**src/rtl/core/sta_pkg.sv**
```systemverilog
// Package for the segment tilt block: widths, angle constants, arctangent table
// and the record passed along the CORDIC cell chain. No dependencies.
package sta_pkg;

  localparam int COORD_BITS      = 12;
  localparam int ANGLE_FRAC_BITS = 13;
  localparam int CORDIC_STAGES   = 14;
  localparam int GUARD_BITS      = 8;

  localparam int DIFF_W   = COORD_BITS + 1;
  localparam int VEC_W    = COORD_BITS + GUARD_BITS + 3;
  localparam int ANG_W    = ANGLE_FRAC_BITS + 3;
  localparam int RES_W    = ANGLE_FRAC_BITS + 5;
  localparam int OFFSET_W = 15;
  localparam int TILT_W   = 16;
  localparam int STAGE_W  = $clog2(CORDIC_STAGES);

  // Registers between input and output: entry stage, the cells, output stage.
  localparam int PIPE_DEPTH = CORDIC_STAGES + 2;
  localparam int CNT_W      = $clog2(PIPE_DEPTH + 1);

  localparam longint Q30_HALF_PI = 64'sd1686629713;
  localparam longint Q30_PI      = 64'sd3373259426;

  // Rounds a Q30 constant to nearest, ties up, into the angle format.
  function automatic longint q30_to_angle(longint v);
    longint sh;
    sh = 30 - ANGLE_FRAC_BITS;
    return (v + (64'sd1 <<< (sh - 1))) >>> sh;
  endfunction

  function automatic longint atan_q30(int i);
    longint r;
    case (i)
      0:       r = 64'sd843314857;
      1:       r = 64'sd497837829;
      2:       r = 64'sd263043837;
      3:       r = 64'sd133525159;
      4:       r = 64'sd67021687;
      5:       r = 64'sd33543516;
      6:       r = 64'sd16775851;
      7:       r = 64'sd8388437;
      8:       r = 64'sd4194283;
      9:       r = 64'sd2097149;
      10:      r = 64'sd1048576;
      11:      r = 64'sd524288;
      12:      r = 64'sd262144;
      13:      r = 64'sd131072;
      14:      r = 64'sd65536;
      15:      r = 64'sd32768;
      16:      r = 64'sd16384;
      17:      r = 64'sd8192;
      18:      r = 64'sd4096;
      19:      r = 64'sd2048;
      20:      r = 64'sd1024;
      21:      r = 64'sd512;
      22:      r = 64'sd256;
      23:      r = 64'sd128;
      default: r = 64'sd0;
    endcase
    return r;
  endfunction

  function automatic logic signed [ANG_W-1:0] atan_angle(int i);
    return ANG_W'(q30_to_angle(atan_q30(i)));
  endfunction

  localparam logic signed [RES_W-1:0] HALF_PI = RES_W'(q30_to_angle(Q30_HALF_PI));
  localparam logic signed [RES_W-1:0] PI      = RES_W'(q30_to_angle(Q30_PI));

  typedef enum logic [1:0] {
    KIND_GENERAL,
    KIND_HORIZ,
    KIND_VERT
  } seg_kind_e;

  typedef struct packed {
    seg_kind_e                kind;
    logic signed [VEC_W-1:0]  x;
    logic signed [VEC_W-1:0]  y;
    logic signed [ANG_W-1:0]  z;
  } cordic_data_t;

endpackage

```
**src/rtl/core/sta_post.sv**
```systemverilog
// Output stage: turns the arctangent into a tilt from vertical, folds it,
// removes the offset (general kind only), holds it. Depends on sta_pkg.
module sta_post (
  input  logic                                 clk_i,
  input  logic                                 rst_ni,
  input  logic                                 valid_i,
  output logic                                 ready_o,
  input  sta_pkg::cordic_data_t                data_i,
  input  logic signed [sta_pkg::OFFSET_W-1:0]  offset_i,
  output logic                                 valid_o,
  input  logic                                 ready_i,
  output logic signed [sta_pkg::TILT_W-1:0]    tilt_o
);

  logic signed [sta_pkg::RES_W-1:0]  ang, folded, general;
  logic signed [sta_pkg::TILT_W-1:0] tilt_d, tilt_q;
  logic                              valid_q;

  assign ready_o = !valid_q || ready_i;

  always_comb begin
    ang     = sta_pkg::HALF_PI - sta_pkg::RES_W'(data_i.z);
    folded  = (ang > sta_pkg::HALF_PI) ? ang - sta_pkg::PI : ang;
    general = folded - sta_pkg::RES_W'(offset_i);
    case (data_i.kind)
      sta_pkg::KIND_HORIZ: tilt_d = sta_pkg::HALF_PI[sta_pkg::TILT_W-1:0];
      sta_pkg::KIND_VERT:  tilt_d = '0;
      default:             tilt_d = general[sta_pkg::TILT_W-1:0];
    endcase
  end

  always_ff @(posedge clk_i or negedge rst_ni) begin
    if (!rst_ni) begin
      valid_q <= 1'b0;
    end else if (ready_o) begin
      valid_q <= valid_i;
    end
  end

  always_ff @(posedge clk_i) begin
    if (ready_o && valid_i) begin
      tilt_q <= tilt_d;
    end
  end

  assign valid_o = valid_q;
  assign tilt_o  = tilt_q;

endmodule

```
**config.mk**
```make
export PLATFORM = sky130hd
export DESIGN_NAME = sta_post
export DESIGN_NICKNAME = d
export VERILOG_FILES = /design/src/rtl/core/sta_pkg.sv /design/src/rtl/core/sta_post.sv
export SDC_FILE = /design/constraint.sdc
export NUM_CORES = 1
export LEC_CHECK = 0
export BUFFER_PORTS_ARGS = -buffer_cell sky130_fd_sc_hd__buf_2
export CAP_MARGIN = 20
export CELL_PAD_IN_SITES_DETAIL_PLACEMENT = 0
export CELL_PAD_IN_SITES_GLOBAL_PLACEMENT = 1
export CORE_UTILIZATION = 36
export DETAILED_ROUTE_END_ITERATION = 16
export PLACE_DENSITY = 0.83
export SLEW_MARGIN = 0
export SYNTH_ARGS = -nofsm -noshare
export SYNTH_HDL_FRONTEND = slang
export SYNTH_SLANG_ARGS = --single-unit
export TNS_END_PERCENT = 5
```
**constraint.sdc**
```tcl
create_clock -name clk_i -period 2.12 [get_ports clk_i]
set_clock_uncertainty 0.1 [all_clocks]
set_input_delay 0.212 -clock clk_i [delete_from_list [all_inputs] [get_ports clk_i]]
set_output_delay 0.212 -clock clk_i [all_outputs]
set_load 0.03 [all_outputs]
```
==> flow_metrics.py <==
metrics = {
    "die": {
        "die_y_um": 80.0,
        "die_area_sq_um": 6400,
        "num_rows": 28,
        "initial_core_util": 0.372,
        "die_width_um": 80.0,
        "core_area_sq_um": 5890,
        "pin_count": 101,
    },
    "detailed_routing": {
        "detail_route.wl_per_cell_um": 12.3,
        "ant_nets": 0,
        "drt-total-wl_um": 6040,
        "drc": 0,
        "via_count": 2435,
        "dr.pass1.iters": 4,
        "drt_first_iter_violations": 80,
        "vias_per_cell": 4.95,
    },
    "critical_path": {
        "cp-start-kind": "input port",
        "crit_chain": "buf_6, or3_4, or4_4, o2111ai_4, nor2_4, a311oi_4, o21a_2, xnor2_1, ha_1, o21ai_0, a21boi_4, o21ai_2, a211oi_2, buf_4, nor3_4, or3_1, a21oi_2",
        "crit_buf_inv": 2,
        "r2r-start": "valid_o",
        "max_stage_delay_ns": 0.45,
        "crit_type": "input port to register",
        "cp-end-kind": "register",
        "crit_path_top_delay_cell": "or4_4",
        "crit_cells": 17,
        "r2r_cells": 2,
        "worstPathArrival_ns": 3.84,
        "critPathRequiredTime_ns": 2.13,
        "reg2reg_to": "tilt_o[14]",
        "cp_top_family": "compound AO/OA/AOI/OAI gates",
        "cp_max_fo": 7,
        "cp-startpoint": "data_i[4]",
        "reg2reg_setup_slack_ns": 0.59,
        "crit_end": "tilt_o[14]",
    },
    "synthesis": {
        "ys_warn_count": 0,
        "synth_nets": 367,
        "ys_types": 56,
        "syn_area_sq_um": 2190,
        "ys_ff_latch": 17,
        "postSynth.asyncResetShare": 0.0588,
        "synth_area_per_cell_sq_um": 8.30,
        "synth_edf_count": 16,
        "seq_area_frac_synth": 0.231,
        "ys.flop_type": "edfxtp_1",
        "syn-instance-count": 264,
    },
    "timing": {
        "setup_violations": 13,
        "fin_crit_ns": 3.83,
        "worst_slew_pin_slew_ns": 0.668,
        "hold_violations": 0,
        "maxSlewViolCount": 0,
        "timing.fmax_mhz": 261,
        "relSlewSlack": 0.555,
        "tns_ns": -18.26,
        "fin_ws_ns": -1.71,
        "rsz0062_at_grt": "yes",
        "hold_slack_ns": 0.0594,
        "post-route-period-util": 1.81,
    },
    "job": {
        "cap_violations": 0,
    },
    "clock_network": {
        "cts_buffers": 3,
        "clkSlewWorstSetupHoldPaths_ns": 0.06,
        "clockBufferDepth": 2,
        "clockRootBuffer": "clkbuf_8",
        "htreeDepth": 1,
        "cts_tree": "done",
        "worstSkewPairLatency_ns": 0.25,
        "cts_sinks": 17,
    },
    "power_and_ir_drop": {
        "clkPwrFrac": 0.107,
        "pwr-share-seq": 0.204,
        "power.density_nw_per_um2": 599,
        "p_comb_frac": 0.689,
        "intPower_mw": 1.33,
        "p_leak_nw": 1.71,
        "sw_frac_of_total": 0.395,
        "p_switching_mw": 0.870,
        "ir_drop_v": 0.000467,
    },
    "layout": {
        "num_antenna_cells": 0,
        "postLayoutCoreUtil": 0.624,
        "final_layout_size_suffix_gt1_frac": 0.504,
        "nFillCells": 531,
        "syn2layout_area_growth_pct": 67.6,
        "finalNetCount": 521,
    },
    "grt": {
        "grt_pass1_wl_um": 9440,
        "grt_overflow": 0,
        "grt_pass1_vias": 2286,
        "grt_use_total": 0.186,
        "grt_antenna_before_repair": 0,
        "grt_max_degree": 17,
    },
    "placed_design": {
        "hpwl_um": 4680,
        "gp_congestion": 0.886,
        "port_buffers": 54,
    },
    "worst_hold_path": {
        "holdCritPathClass": "input port to register",
        "min_from": "valid_i",
    },
    "run_status": {
        "violations": "setup timing",
        "status": "finished with violations",
    },
}
==> power by group through the flow <==
stage               Clock [mW]  Combinational, mW  Sequential [mW]
floorplan                    0              0.690            0.554
global placement             0               1.26            0.456
detailed placement           0               1.29            0.457
CTS                      0.238               1.39            0.450
global route             0.252               1.65            0.453
finish                   0.235               1.52            0.449
==> cell type report <==
| cell class | instances | area, sq um | area share |
|---|---|---|---|
| multi-input combinational | 216 | 1870 | 0.508 |
| timing repair buffer | 154 | 1060 | 0.290 |
| sequential | 17 | 505 | 0.138 |
| inverter | 26 | 97.6 | 0.0266 |
| tap | 75 | 93.8 | 0.0256 |
| clock buffer | 3 | 41.3 | 0.0112 |
| clock inverter | 1 | 5.00 | 0.00136 |
==> layout by cell type, fill, tap and decap left out, types with 4 or more instances in the layout <==
cell type / instances
nand2_1: 16
a21oi_1: 9
o21ai_0: 8
ha_1: 16
xor2_1: 17
a21oi_2: 4
edfxtp_1: 16
inv_1: 24
nor3_1: 5
o21a_1: 5
o211ai_1: 5
nand3_1: 7
nand2b_1: 6
nor3_2: 4
xnor2_2: 5
nor2b_1: 5
xnor2_1: 12
buf_6: 8
buf_4: 95
buf_2: 50
nor2_1: 19
==> metrics by stage <==
stage,setup slack (ns),instances,area (sq um),total power [mW]
2_1_floorplan,-1.83,264,2230,1.24
3_3_place_gp,-1.99,476,3220,1.72
3_5_place_dp,-2.11,476,3220,1.75
4_1_cts,-1.66,487,3480,2.08
5_1_grt,-1.87,492,3670,2.36
6_report,-1.71,492,3670,2.20
==> what timing repair did <==
item                                   in CTS  in global routing
hold buffers                                1                  0
pin swaps                                  19                 28
endpoints found under the hold margin       1                  0
buffers inserted                            6                  7
resized for setup                          30                 35
setup endpoints to repair                  13                 13
==> routing by layer <==
metal,GRT usage,routed length (um),part of all wire,vias up
met1,0.202,2420,0.40,1107
li1,-,-,-,1264
met5,0,0,0,-
met4,0.0768,119,0.020,0
met2,0.370,3350,0.56,53
met3,0.00686,143,0.024,11
==> logic make-up (layout without fill, tap and decap cells) <==
logic type      Yosys count  in the layout  share of synthesized area
simple gates             88             88                      0.208
fa+ha+maj                20             20                      0.118
buf+inv                  31            184                     0.0571
compound gates           71             71                      0.237
xor+xnor                 34             34                      0.136
flops                    17             17                      0.231
mux                       3              3                     0.0137
==> worst min-delay path by stage <==
stage                          to  slack [ns]  cells after the start
after floorplan           valid_o       -0.18                      0
after global placement    valid_o       -0.11                      1
after detailed placement  valid_o       -0.11                      1
after CTS                 valid_o        0.06                      2
after global routing      valid_o        0.07                      2
final                     valid_o        0.06                      2
==> cell usage after synthesis (2+ instances only) <==
| cell type | number | share of area |
|---|---|---|
| nand2b_1 | 7 | 0.020 |
| inv_1 | 26 | 0.045 |
| o21bai_1 | 3 | 0.010 |
| xor2_1 | 17 | 0.068 |
| edfxtp_1 | 16 | 0.22 |
| ha_1 | 19 | 0.11 |
| a211oi_1 | 3 | 0.010 |
| a211o_1 | 2 | 0.0080 |
| clkbuf_1 | 3 | 0.0051 |
| o21a_1 | 6 | 0.021 |
| nand2_1 | 16 | 0.027 |
| a21o_1 | 2 | 0.0069 |
| o2111ai_1 | 2 | 0.0080 |
| a21oi_1 | 13 | 0.030 |
| nor3_1 | 10 | 0.023 |
| nor3b_1 | 2 | 0.0069 |
| o211ai_1 | 5 | 0.017 |
| o21ai_1 | 3 | 0.0069 |
| mux2i_1 | 3 | 0.014 |
| nor2b_1 | 6 | 0.017 |
| or2_2 | 3 | 0.0086 |
| xnor2_1 | 17 | 0.068 |
| nand3_1 | 8 | 0.018 |
| or3_1 | 4 | 0.011 |
| o31ai_1 | 2 | 0.0069 |
| o21ai_0 | 10 | 0.023 |
| o221ai_1 | 3 | 0.012 |
| nor2_1 | 23 | 0.039 |
| a21boi_0 | 3 | 0.010 |
==> flip-flops by register name, summed over array words and instances (netlist names) <==
signal and count:
tilt_o 16, valid_o 1
Note: power is estimated with default switching activity, not from simulation.
