[config.mk]
export PLATFORM = sky130hd
export DESIGN_NAME = sta_prep
export DESIGN_NICKNAME = d
export VERILOG_FILES = /design/src/rtl/core/sta_pkg.sv /design/src/rtl/core/sta_prep.sv
export SDC_FILE = /design/constraint.sdc
export NUM_CORES = 1
export LEC_CHECK = 0
export ABC_AREA = 0
export CORE_MARGIN = 4
export CORE_UTILIZATION = 57
export CTS_CLUSTER_SIZE = 30
export DETAILED_ROUTE_END_ITERATION = 10
export DONT_BUFFER_PORTS = 1
export PLACE_DENSITY = 0.69
export SLEW_MARGIN = 40
export SYNTH_ARGS = -nofsm -noshare
export SYNTH_HDL_FRONTEND = slang
export SYNTH_SLANG_ARGS = --single-unit
export TNS_END_PERCENT = 5
[constraint.sdc]
create_clock -name clk_i -period 3.2 [get_ports clk_i]
set_input_delay 0.16 -clock clk_i [delete_from_list [all_inputs] [get_ports clk_i]]
set_output_delay 0.16 -clock clk_i [all_outputs]
set_load 0.1 [all_outputs]
[src/rtl/core/sta_pkg.sv]
// Package for the segment tilt block: widths, angle constants, arctangent table
// and the record passed along the CORDIC cell chain. No dependencies.
package sta_pkg;

  localparam int COORD_BITS      = 12;
  localparam int ANGLE_FRAC_BITS = 13;
  localparam int CORDIC_STAGES   = 14;
  localparam int GUARD_BITS      = 8;

  localparam int DIFF_W   = COORD_BITS + 1;
  localparam int VEC_W    = COORD_BITS + GUARD_BITS + 3;
  localparam int ANG_W    = ANGLE_FRAC_BITS + 3;
  localparam int RES_W    = ANGLE_FRAC_BITS + 5;
  localparam int OFFSET_W = 15;
  localparam int TILT_W   = 16;
  localparam int STAGE_W  = $clog2(CORDIC_STAGES);

  // Registers between input and output: entry stage, the cells, output stage.
  localparam int PIPE_DEPTH = CORDIC_STAGES + 2;
  localparam int CNT_W      = $clog2(PIPE_DEPTH + 1);

  localparam longint Q30_HALF_PI = 64'sd1686629713;
  localparam longint Q30_PI      = 64'sd3373259426;

  // Rounds a Q30 constant to nearest, ties up, into the angle format.
  function automatic longint q30_to_angle(longint v);
    longint sh;
    sh = 30 - ANGLE_FRAC_BITS;
    return (v + (64'sd1 <<< (sh - 1))) >>> sh;
  endfunction

  function automatic longint atan_q30(int i);
    longint r;
    case (i)
      0:       r = 64'sd843314857;
      1:       r = 64'sd497837829;
      2:       r = 64'sd263043837;
      3:       r = 64'sd133525159;
      4:       r = 64'sd67021687;
      5:       r = 64'sd33543516;
      6:       r = 64'sd16775851;
      7:       r = 64'sd8388437;
      8:       r = 64'sd4194283;
      9:       r = 64'sd2097149;
      10:      r = 64'sd1048576;
      11:      r = 64'sd524288;
      12:      r = 64'sd262144;
      13:      r = 64'sd131072;
      14:      r = 64'sd65536;
      15:      r = 64'sd32768;
      16:      r = 64'sd16384;
      17:      r = 64'sd8192;
      18:      r = 64'sd4096;
      19:      r = 64'sd2048;
      20:      r = 64'sd1024;
      21:      r = 64'sd512;
      22:      r = 64'sd256;
      23:      r = 64'sd128;
      default: r = 64'sd0;
    endcase
    return r;
  endfunction

  function automatic logic signed [ANG_W-1:0] atan_angle(int i);
    return ANG_W'(q30_to_angle(atan_q30(i)));
  endfunction

  localparam logic signed [RES_W-1:0] HALF_PI = RES_W'(q30_to_angle(Q30_HALF_PI));
  localparam logic signed [RES_W-1:0] PI      = RES_W'(q30_to_angle(Q30_PI));

  typedef enum logic [1:0] {
    KIND_GENERAL,
    KIND_HORIZ,
    KIND_VERT
  } seg_kind_e;

  typedef struct packed {
    seg_kind_e                kind;
    logic signed [VEC_W-1:0]  x;
    logic signed [VEC_W-1:0]  y;
    logic signed [ANG_W-1:0]  z;
  } cordic_data_t;

endpackage

[src/rtl/core/sta_prep.sv]
// Entry stage: coordinate differences, special-case detection and the
// scaled starting vector for the CORDIC chain. Depends on sta_pkg.
module sta_prep (
  input  logic                           clk_i,
  input  logic                           rst_ni,
  input  logic                           valid_i,
  output logic                           ready_o,
  input  logic [sta_pkg::COORD_BITS-1:0] start_x_i,
  input  logic [sta_pkg::COORD_BITS-1:0] start_y_i,
  input  logic [sta_pkg::COORD_BITS-1:0] end_x_i,
  input  logic [sta_pkg::COORD_BITS-1:0] end_y_i,
  output logic                           valid_o,
  input  logic                           ready_i,
  output sta_pkg::cordic_data_t          data_o
);

  logic signed [sta_pkg::DIFF_W-1:0] dx, dy, adx, ady;
  logic signed [sta_pkg::VEC_W-1:0]  x_ext, y_ext;
  sta_pkg::cordic_data_t             data_d, data_q;
  logic                              valid_q;

  assign ready_o = !valid_q || ready_i;

  always_comb begin
    dx = $signed({1'b0, end_x_i}) - $signed({1'b0, start_x_i});
    dy = $signed({1'b0, end_y_i}) - $signed({1'b0, start_y_i});
    // Turning the vector into the right half-plane leaves dy/dx unchanged.
    adx = dx[sta_pkg::DIFF_W-1] ? -dx : dx;
    ady = dx[sta_pkg::DIFF_W-1] ? -dy : dy;
    x_ext = sta_pkg::VEC_W'(adx);
    y_ext = sta_pkg::VEC_W'(ady);
    data_d.x = x_ext <<< sta_pkg::GUARD_BITS;
    data_d.y = y_ext <<< sta_pkg::GUARD_BITS;
    data_d.z = '0;
    if (dy == '0) begin
      data_d.kind = sta_pkg::KIND_HORIZ;
    end else if (dx == '0) begin
      data_d.kind = sta_pkg::KIND_VERT;
    end else begin
      data_d.kind = sta_pkg::KIND_GENERAL;
    end
  end

  always_ff @(posedge clk_i or negedge rst_ni) begin
    if (!rst_ni) begin
      valid_q <= 1'b0;
    end else if (ready_o) begin
      valid_q <= valid_i;
    end
  end

  always_ff @(posedge clk_i) begin
    if (ready_o && valid_i) begin
      data_q <= data_d;
    end
  end

  assign valid_o = valid_q;
  assign data_o  = data_q;

endmodule

==> report_table.html, run 1 <==
<table>
<tr><th>Metric</th><th>Value</th></tr>
<tr><th colspan="2">Pwr</th></tr>
<tr><td>Power Total</td><td>2.05 mW</td></tr>
<tr><td>Total power per unit cell area</td><td>614 nW/µm²</td></tr>
<tr><td>Static leakage</td><td>1.48 nW</td></tr>
<tr><td>Maximum vdd ir drop</td><td>0.229 mV</td></tr>
<tr><th colspan="2">Synth</th></tr>
<tr><td>Basic-gate share of the synthesized area counting and, or, nand and nor cells</td><td>14.7%</td></tr>
<tr><td>Area of the mapped netlist</td><td>2840 µm²</td></tr>
<tr><td>Number of enable-type register cells in the synthesized netlist</td><td>28</td></tr>
<tr><td>Synth top area cells</td><td>sky130_fd_sc_hd__edfxtp_1 30%, sky130_fd_sc_hd__ha_1 11%, sky130_fd_sc_hd__buf_4 9.5%</td></tr>
<tr><td>Proportion of register bits with asynchronous set or reset after synthesis</td><td>3.45%</td></tr>
<tr><td>Portion of the post-synthesis area used by sequential elements</td><td>30.5%</td></tr>
<tr><td>Top FF cell, synth</td><td>sky130_fd_sc_hd__edfxtp_1</td></tr>
<tr><td>Number of synthesized register bits</td><td>29</td></tr>
<tr><td>Dominant combinational cell family by area after synthesis</td><td>compound AO/OA/AOI/OAI gates</td></tr>
<tr><td>Area fraction in compound gates after synthesis</td><td>14.9%</td></tr>
<tr><td>Library cell with the largest summed area after synthesis</td><td>sky130_fd_sc_hd__edfxtp_1</td></tr>
<tr><td>Top cells by instance count after synthesis</td><td>36 x sky130_fd_sc_hd__buf_4, 34 x sky130_fd_sc_hd__inv_1, 28 x sky130_fd_sc_hd__edfxtp_1</td></tr>
<tr><td>Fraction of synthesized area in multiplexers</td><td>0.353%</td></tr>
<tr><td>Mean post-synth cell area</td><td>8.98 µm²</td></tr>
<tr><td>Post-synthesis share of cell area spent on full adders, half adders and majority gates</td><td>12.9%</td></tr>
<tr><td>Most numerous cell in the Yosys netlist</td><td>sky130_fd_sc_hd__buf_4</td></tr>
<tr><td>Count of mapped cells out of synthesis</td><td>316</td></tr>
<tr><td>Synth cell types</td><td>51</td></tr>
<tr><td>Top-area cell type share of the netlist area</td><td>29.6%</td></tr>
<tr><td>Count of warnings emitted by yosys</td><td>0</td></tr>
<tr><td>Xor/xnor cell area share of the yosys netlist</td><td>11.7%</td></tr>
<tr><th colspan="2">CTS</th></tr>
<tr><td>Clock latency of the later-clocked register in the worst-skew pair</td><td>0.28 ns</td></tr>
<tr><td>Clock-pin slew on the worst setup and hold paths</td><td>0.06 ns</td></tr>
<tr><td>CTS buffer count</td><td>5</td></tr>
<tr><td>TritonCTS Sinks</td><td>29</td></tr>
<tr><td>Max Root-Sink Buffers</td><td>2</td></tr>
<tr><td>CTS HTree Levels</td><td>2</td></tr>
<tr><td>TritonCTS clock tree</td><td>yes</td></tr>
<tr><td>Post-CTS setup repair buffer count</td><td>0</td></tr>
<tr><td>Post-CTS sizing</td><td>0</td></tr>
<tr><td>Clock Root Buffer</td><td>sky130_fd_sc_hd__clkbuf_8</td></tr>
<tr><th colspan="2">STA</th></tr>
<tr><td>Endpoints failing hold</td><td>0</td></tr>
<tr><td>Final slew viol count</td><td>0</td></tr>
<tr><td>Max frequency</td><td>365 MHz</td></tr>
<tr><td>Final setup violation count</td><td>0</td></tr>
<tr><td>Period utilisation layout</td><td>85.7%</td></tr>
<tr><td>Unrepaired setup endpoints after global routing</td><td>no</td></tr>
<tr><td>Shortest period the worst path allows</td><td>2.74 ns</td></tr>
<tr><td>Setup total negative slack</td><td>0 ns</td></tr>
<tr><td>Worst Max-Slew Pin Slew</td><td>0.908 ns</td></tr>
<tr><td>Fin Clk Skew</td><td>0.00382 ns</td></tr>
<tr><td>Normalized max-slew margin</td><td>39.6%</td></tr>
<tr><td>Hold slack</td><td>0.0964 ns</td></tr>
<tr><th colspan="2">Setup path</th></tr>
<tr><td>Cell type group with the largest total delay on the critical path</td><td>compound AO/OA/AOI/OAI gates</td></tr>
<tr><td>Critical setup path kind</td><td>in -&gt; reg</td></tr>
<tr><td>Most prevalent standard cell on the critical path</td><td>sky130_fd_sc_hd__xnor2_1</td></tr>
<tr><td>Critical path peak fanout</td><td>4</td></tr>
<tr><td>Arrival time at the worst endpoint</td><td>2.76 ns</td></tr>
<tr><td>Critical path cell sequence</td><td>inv_1 &gt; ha_1 &gt; fa_1 &gt; and2b_1 &gt; o2111ai_1 &gt; a31oi_1 &gt; a41oi_1 &gt; xnor2_1 &gt; o21ai_0 &gt; o31ai_1 &gt; xnor2_1</td></tr>
<tr><td>Worst path bufs/invs</td><td>1</td></tr>
<tr><td>Max stage delay cell, worst path</td><td>sky130_fd_sc_hd__a31oi_1</td></tr>
<tr><td>Crit path capture type</td><td>flip-flop</td></tr>
<tr><td>Worst stage delay on the critical path</td><td>0.42 ns</td></tr>
<tr><td>Critical path launch point type</td><td>input pin</td></tr>
<tr><td>Worst Path Required</td><td>3.22 ns</td></tr>
<tr><th colspan="2">Drt</th></tr>
<tr><td>Total wire length after detailed routing</td><td>5.83 mm</td></tr>
<tr><td>Pre-Repair DR Iteration Count</td><td>4</td></tr>
<tr><td>Average detailed-routed wire length per instance</td><td>14.3 µm</td></tr>
<tr><td>Total via count after detailed routing</td><td>2,152</td></tr>
<tr><td>DRC viols</td><td>0</td></tr>
<tr><td>Routed via count divided by cell count</td><td>5.27</td></tr>
<tr><td>First-iteration detailed-routing DRC count</td><td>197</td></tr>
<tr><td>Post-detailed-route count of antenna-violating nets</td><td>0</td></tr>
<tr><th colspan="2">Die</th></tr>
<tr><td>Overall die area</td><td>6170 µm²</td></tr>
<tr><td>Std cell rows</td><td>25</td></tr>
<tr><td>Die X-Extent</td><td>78.6 µm</td></tr>
<tr><td>Io pins</td><td>118</td></tr>
<tr><td>Initial standard-cell utilization of the core</td><td>59.3%</td></tr>
<tr><td>Vertical die dimension</td><td>78.6 µm</td></tr>
<tr><td>Total core area</td><td>4790 µm²</td></tr>
<tr><th colspan="2">Placement</th></tr>
<tr><td>Total of buffers placed on input and output ports</td><td>0</td></tr>
<tr><td>RePlAce Congestion</td><td>0.920</td></tr>
<tr><td>Post-detail-place hpwl</td><td>4.71 mm</td></tr>
<tr><th colspan="2">Final layout</th></tr>
<tr><td>Final core utilization</td><td>69.6%</td></tr>
<tr><td>Post-layout net count</td><td>420</td></tr>
<tr><td>Diodes inserted</td><td>0</td></tr>
<tr><td>Total of fill cells in the finished design</td><td>359</td></tr>
<tr><td>Layout Area Growth over Synthesis</td><td>17.4%</td></tr>
<tr><td>Fraction of layout instances using a drive strength above 1</td><td>11.1%</td></tr>
<tr><th colspan="2">GRT</th></tr>
<tr><td>Total GRT Usage</td><td>18.1%</td></tr>
<tr><td>Initial antenna violation count</td><td>0</td></tr>
<tr><td>GRT overflow</td><td>0</td></tr>
<tr><td>Vias in the first global route</td><td>1,983</td></tr>
<tr><td>First-pass GRT wire length</td><td>8.96 mm</td></tr>
<tr><td>Largest net degree at the start of global routing</td><td>29</td></tr>
<tr><th colspan="2">Flow run</th></tr>
<tr><td>Maxcap violations</td><td>0</td></tr>
<tr><th colspan="2">Min path</th></tr>
<tr><td>Path category of the worst min-delay check</td><td>in -&gt; async</td></tr>
<tr><th colspan="2">Outcome</th></tr>
<tr><td>Outcome</td><td>finished clean</td></tr>
</table>
-- cell families (layout without fill, tap and decap cells) --
kind of cell,count (synthesis),count (layout)
adders and majority gates,28,28
and+or+nand+nor,82,82
other,1,32
xor gates and xnor gates,38,38
DFF,29,29
muxes,1,1
AOI/OAI and AO/OA,63,63
buffers and inverters,74,68
-- report_power, final --
part | switching (mW) | internal [mW] | total, mW | leakage, nW
Clock | 0.141 | 0.194 | 0.335 | 0.0542
Sequential | 0.192 | 0.506 | 0.698 | 0.279
Combinational | 0.696 | 0.318 | 1.01 | 1.15
Total | 1.03 | 1.02 | 2.05 | 1.48
-- sequential cells by signal, indices dropped and copies added, names as in the netlist --
name,flops
data_o,28
valid_o,1
-- what timing repair did --
item / 4_1_cts / 5_1_grt
setup endpoints to repair: 0 / 0
hold buffers: 2 / 0
hold endpoints to repair: 2 / 0
-- area by class of cell --
cell class,count,area [µm²],share of cell area [%]
sequential,29,866,26.0
inverter,34,128,3.83
clock buffer,7,96.3,2.89
clock inverter,1,5.00,0.150
tap,67,83.8,2.52
multi-input combinational,244,1670,50.1
timing repair buffer,26,485,14.6
-- cells in the final DEF (no fill, tap or decap), drive strengths merged, types with 6 or more instances in the layout --
cell / synthesis / final
clkbuf: 2 / 9
o21a: 6 / 6
xnor2: 23 / 23
buf: 38 / 22
o21ai: 14 / 14
nor2: 27 / 27
nand2: 18 / 18
ha: 26 / 26
a21oi: 16 / 16
conb: 1 / 32
edfxtp: 28 / 28
xor2: 15 / 15
inv: 34 / 34
-- per-layer routing --
metal,vias up,wire [µm],global-route usage (%)
met5,-,0,0
met1,966,2460,22.8
met3,9,514,5.50
met2,104,2790,30.1
li1,1073,-,-
met4,0,58,4.72
-- worst paths after layout --
kind / from / to / slack, ns / depth (start not counted)
max in group asynchronous: rst_ni / valid_o / 2.99 / 1
max: end_y_i[0] / data_o[35] / 0.46 / 11
min in group clk_i: start_x_i[0] / data_o[47] / 0.24 / 2
min reg2reg: valid_o / valid_o / 1.11 / 4
min: rst_ni / valid_o / 0.1 / 1
max reg2reg: valid_o / data_o[36] / 1.32 / 5
-- stage by stage --
stage | instance area (µm²) | instances | worst slack (ns)
floorplan | 2960 | 347 | 0.327
global placement | 2850 | 383 | 0.390
detailed placement | 3130 | 395 | 0.200
CTS | 3250 | 405 | 0.507
global route | 3330 | 408 | 0.265
finish | 3330 | 408 | 0.457
Note: power is estimated with default switching activity, not from simulation.
==> inputs of run 2 (changes only) <==
--- a/config.mk
+++ b/config.mk
@@ -5,7 +5,7 @@
 export SDC_FILE = /design/constraint.sdc
 export NUM_CORES = 1
 export LEC_CHECK = 0
-export ABC_AREA = 0
+export ABC_AREA = 1
 export CORE_MARGIN = 4
 export CORE_UTILIZATION = 57
 export CTS_CLUSTER_SIZE = 30
==> run 2 against run 1 <==
Clock-buffer cell count shrank 1. Wire length grew 15%. Clock skew grew 0.0018 ns. Clock power shrank 17%. Final cell count grew 44%. Critical endpoint is now data_o[56]. Register-to-register slack gained 0.35 ns. Design area grew 8.9%. Utilization shrank 4.5 points. Highest routed layer unchanged. Synthesized cell count grew 58%. Global-route usage is essentially flat. Total power shrank 6.8%.
==> report_table.html, run 2 <==
<table>
<tr><th>Metric</th><th>Value</th></tr>
<tr><th colspan="2">Outcome</th></tr>
<tr><td>Outcome</td><td>finished clean</td></tr>
<tr><th colspan="2">Final layout</th></tr>
<tr><td>Commonest cells after routing, fill and taps aside</td><td>155 x sky130_fd_sc_hd__nand2_1, 99 x sky130_fd_sc_hd__inv_1, 40 x sky130_fd_sc_hd__nor2_1, 34 x sky130_fd_sc_hd__nand3_1, 32 x sky130_fd_sc_hd__conb_1</td></tr>
<tr><td>Diodes inserted</td><td>0 (unchanged)</td></tr>
<tr><td>Max FFs per register</td><td>28 (unchanged)</td></tr>
<tr><td>Final non-filler cell total</td><td>589 (+44%)</td></tr>
<tr><td>Total of fill cells in the finished design</td><td>496 (+38%)</td></tr>
<tr><td>Final core utilization</td><td>65.1% (-4.5 points)</td></tr>
<tr><td>Fraction of layout instances using a drive strength above 1</td><td>8.51% (-2.6 points)</td></tr>
<tr><td>Post-layout net count</td><td>596 (+42%)</td></tr>
<tr><td>Layout Area Growth over Synthesis</td><td>9.52%</td></tr>
<tr><td>Most common library cell in the layout ignoring fill and taps</td><td>sky130_fd_sc_hd__nand2_1</td></tr>
<tr><th colspan="2">Synth</th></tr>
<tr><td>Proportion of register bits with asynchronous set or reset after synthesis</td><td>3.45% (unchanged)</td></tr>
<tr><td>Number of enable-type register cells in the synthesized netlist</td><td>28 (unchanged)</td></tr>
<tr><td>Most numerous cell in the Yosys netlist</td><td>sky130_fd_sc_hd__nand2_1</td></tr>
<tr><td>Area of the mapped netlist</td><td>3310 µm² (+17%)</td></tr>
<tr><td>Portion of the post-synthesis area used by sequential elements</td><td>26.1% (-4.4 points)</td></tr>
<tr><td>Number of synthesized register bits</td><td>29 (unchanged)</td></tr>
<tr><td>Synth top area cells</td><td>sky130_fd_sc_hd__edfxtp_1 25%, sky130_fd_sc_hd__nand2_1 18%, sky130_fd_sc_hd__inv_1 11%</td></tr>
<tr><td>Mean post-synth cell area</td><td>6.65 µm² (-26%)</td></tr>
<tr><td>Count of warnings emitted by yosys</td><td>0 (unchanged)</td></tr>
<tr><td>Count of mapped cells out of synthesis</td><td>498 (+58%)</td></tr>
<tr><td>Top FF cell, synth</td><td>sky130_fd_sc_hd__edfxtp_1</td></tr>
<tr><td>Library cell with the largest summed area after synthesis</td><td>sky130_fd_sc_hd__edfxtp_1</td></tr>
<tr><td>Top-area cell type share of the netlist area</td><td>25.4% (-4.2 points)</td></tr>
<tr><td>Synth cell types</td><td>26 (-49%)</td></tr>
<tr><td>Top cells by instance count after synthesis</td><td>155 x sky130_fd_sc_hd__nand2_1, 99 x sky130_fd_sc_hd__inv_1, 40 x sky130_fd_sc_hd__nor2_1</td></tr>
<tr><th colspan="2">Drt</th></tr>
<tr><td>Pre-Repair DR Iteration Count</td><td>5 (+1)</td></tr>
<tr><td>Routed via count divided by cell count</td><td>4.79 (-9.1%)</td></tr>
<tr><td>Total via count after detailed routing</td><td>2,824 (+31%)</td></tr>
<tr><td>Post-detailed-route count of antenna-violating nets</td><td>0 (unchanged)</td></tr>
<tr><td>Total wire length after detailed routing</td><td>6.68 mm (+15%)</td></tr>
<tr><td>Average detailed-routed wire length per instance</td><td>11.3 µm (-21%)</td></tr>
<tr><td>First-iteration detailed-routing DRC count</td><td>172 (-13%)</td></tr>
<tr><td>DRC viols</td><td>0 (unchanged)</td></tr>
<tr><th colspan="2">CTS</th></tr>
<tr><td>Clock latency of the later-clocked register in the worst-skew pair</td><td>0.28 ns (about the same)</td></tr>
<tr><td>Post-CTS sizing</td><td>0 (unchanged)</td></tr>
<tr><td>CTS HTree Levels</td><td>2 (unchanged)</td></tr>
<tr><td>Max Root-Sink Buffers</td><td>2 (unchanged)</td></tr>
<tr><td>CTS Hold Bufs</td><td>1 (-1)</td></tr>
<tr><td>TritonCTS Sinks</td><td>29 (unchanged)</td></tr>
<tr><td>Clock-pin slew on the worst setup and hold paths</td><td>0.06 ns (about the same)</td></tr>
<tr><td>CTS buffer count</td><td>5 (unchanged)</td></tr>
<tr><td>TritonCTS clock tree</td><td>yes</td></tr>
<tr><td>Clock Root Buffer</td><td>sky130_fd_sc_hd__clkbuf_8</td></tr>
<tr><td>Post-CTS setup repair buffer count</td><td>0 (unchanged)</td></tr>
<tr><th colspan="2">Flow run</th></tr>
<tr><td>Maxcap violations</td><td>0 (unchanged)</td></tr>
<tr><th colspan="2">STA</th></tr>
<tr><td>Max frequency</td><td>502 MHz (+38%)</td></tr>
<tr><td>Endpoints failing hold</td><td>0 (unchanged)</td></tr>
<tr><td>Final setup violation count</td><td>0 (unchanged)</td></tr>
<tr><td>Hold slack</td><td>0.0443 ns (-0.0521 ns)</td></tr>
<tr><td>Unrepaired setup endpoints after global routing</td><td>no</td></tr>
<tr><td>Final slew viol count</td><td>0 (unchanged)</td></tr>
<tr><td>Setup total negative slack</td><td>0 ns (unchanged)</td></tr>
<tr><td>Worst Max-Slew Pin Slew</td><td>0.903 ns (-0.00481 ns)</td></tr>
<tr><td>Shortest period the worst path allows</td><td>1.99 ns (-0.749 ns)</td></tr>
<tr><td>Period utilisation layout</td><td>62.3% (-23 points)</td></tr>
<tr><td>Normalized max-slew margin</td><td>39.9% (+0.32 points)</td></tr>
<tr><td>Fin Clk Skew</td><td>0.00559 ns (+0.00177 ns)</td></tr>
<tr><th colspan="2">Placement</th></tr>
<tr><td>Post-detail-place hpwl</td><td>5.71 mm (+21%)</td></tr>
<tr><td>Placed Cells</td><td>575 (+46%)</td></tr>
<tr><td>RePlAce Congestion</td><td>0.797 (-13%)</td></tr>
<tr><td>Total of buffers placed on input and output ports</td><td>0 (unchanged)</td></tr>
<tr><th colspan="2">Setup path</th></tr>
<tr><td>R2R cell count</td><td>2 (-3)</td></tr>
<tr><td>Arrival time at the worst endpoint</td><td>2.02 ns (-0.74 ns)</td></tr>
<tr><td>Reg-to-reg endpoint</td><td>data_o[55]</td></tr>
<tr><td>Worst Path Required</td><td>3.22 ns (about the same)</td></tr>
<tr><td>Worst R2R Start</td><td>valid_o</td></tr>
<tr><td>Critical path launch point type</td><td>input pin</td></tr>
<tr><td>Crit path capture type</td><td>flip-flop</td></tr>
<tr><td>Critical path peak fanout</td><td>17 (+13)</td></tr>
<tr><td>Critical setup path kind</td><td>in -&gt; reg</td></tr>
<tr><td>R2R setup slack</td><td>1.67 ns (+0.35 ns)</td></tr>
<tr><th colspan="2">Min path</th></tr>
<tr><td>Path category of the worst min-delay check</td><td>in -&gt; reg</td></tr>
<tr><td>Worst hold path endpoint</td><td>valid_o</td></tr>
<tr><td>Hold Startpoint</td><td>valid_i</td></tr>
<tr><td>Hold Path Depth</td><td>2</td></tr>
<tr><th colspan="2">Die</th></tr>
<tr><td>Io pins</td><td>118 (unchanged)</td></tr>
<tr><td>Std cell rows</td><td>27 (+8.0%)</td></tr>
<tr><td>Initial standard-cell utilization of the core</td><td>59.4% (+0.096 points)</td></tr>
<tr><td>Vertical die dimension</td><td>84.2 µm (+7.2%)</td></tr>
<tr><td>Overall die area</td><td>7090 µm² (+15%)</td></tr>
<tr><td>Total core area</td><td>5570 µm² (+16%)</td></tr>
<tr><td>Die X-Extent</td><td>84.2 µm (+7.2%)</td></tr>
<tr><th colspan="2">GRT</th></tr>
<tr><td>Total GRT Usage</td><td>18.2% (+0.021 points)</td></tr>
<tr><td>Initial antenna violation count</td><td>0 (unchanged)</td></tr>
<tr><td>Vias in the first global route</td><td>2,469 (+25%)</td></tr>
<tr><td>First-pass GRT wire length</td><td>10.9 mm (+22%)</td></tr>
<tr><td>Largest net degree at the start of global routing</td><td>29 (unchanged)</td></tr>
<tr><td>GRT overflow</td><td>0 (unchanged)</td></tr>
<tr><th colspan="2">Pwr</th></tr>
<tr><td>Maximum vdd ir drop</td><td>0.383 mV (+67%)</td></tr>
<tr><td>Power Total</td><td>1.91 mW (-6.8%)</td></tr>
<tr><td>Total power per unit cell area</td><td>526 nW/µm² (-14%)</td></tr>
<tr><td>Static leakage</td><td>2.05 nW (+39%)</td></tr>
</table>
[run 2: worst max path at each step]
stage | from | endpoint | slack, ns | depth (start not counted)
after floorplan | valid_o | data_o[24] | 0.46 | 1
after global routing | end_x_i[0] | data_o[34] | 1.01 | 15
final | end_x_i[0] | data_o[56] | 1.21 | 14
after detailed placement | end_x_i[0] | data_o[56] | 0.91 | 14
after global placement | end_x_i[0] | data_o[56] | 0.97 | 14
after CTS | end_x_i[0] | data_o[56] | 1.20 | 14
[run 2: logic make-up (layout without fill, tap and decap cells)]
| kind of cell | count (synthesis) | count (layout) | synth area share [%] |
|---|---|---|---|
| simple gates | 258 | 258 | 33.2 |
| buf+inv | 140 | 128 | 20.3 |
| flops | 29 | 29 | 26.1 |
| fa+ha+maj | 28 | 28 | 11.0 |
| compound gates | 22 | 22 | 3.97 |
| xor+xnor | 20 | 20 | 5.29 |
| other cells | 1 | 32 | 0.113 |
[run 2: per-layer routing]
metal | part of all wire, % | wire length, µm | global-route usage, %
met5 | 0 | 0 | 0
met4 | 1.1 | 76 | 5.26
met3 | 8.1 | 540 | 2.75
met2 | 42 | 2780 | 27.1
met1 | 49 | 3280 | 27.0
[run 2: where the power goes]
part           total (mW)  switching [mW]  internal (mW)
sequential          0.704           0.209          0.495
combinational       0.927           0.677          0.249
clock               0.277           0.127          0.150
[run 2: worst max-delay path: stages]
cell                      delay (ns)
sky130_fd_sc_hd__inv_1          0.02
sky130_fd_sc_hd__ha_1           0.19
sky130_fd_sc_hd__fa_1           0.39
sky130_fd_sc_hd__inv_1          0.10
sky130_fd_sc_hd__nand3_1        0.11
sky130_fd_sc_hd__nand2_2        0.10
sky130_fd_sc_hd__nand2_1        0.06
sky130_fd_sc_hd__nand2_1        0.08
sky130_fd_sc_hd__nand2_1        0.06
sky130_fd_sc_hd__nand3_2        0.20
sky130_fd_sc_hd__inv_2          0.18
sky130_fd_sc_hd__nand2_2        0.13
sky130_fd_sc_hd__nand2_1        0.08
sky130_fd_sc_hd__xor2_1         0.14
[run 2: final cells by class]
class	instances	area [µm²]	area share, %
Clock buffer	6	72.6	2.00
Clock inverter	2	10.0	0.276
Inverter	102	383	10.6
Multi-Input combinational cell	360	1890	52.2
Sequential cell	29	867	23.9
Tap cell	72	90.1	2.48
Timing Repair Buffer	18	310	8.55
[run 2: per-stage QoR]
stage / worst slack (ns) / cell area (µm²)
4_1_cts: 1.20 / 3500
3_3_place_gp: 0.973 / 3320
6_report: 1.21 / 3630
5_1_grt: 1.01 / 3630
3_5_place_dp: 0.914 / 3410
2_1_floorplan: 0.463 / 3430
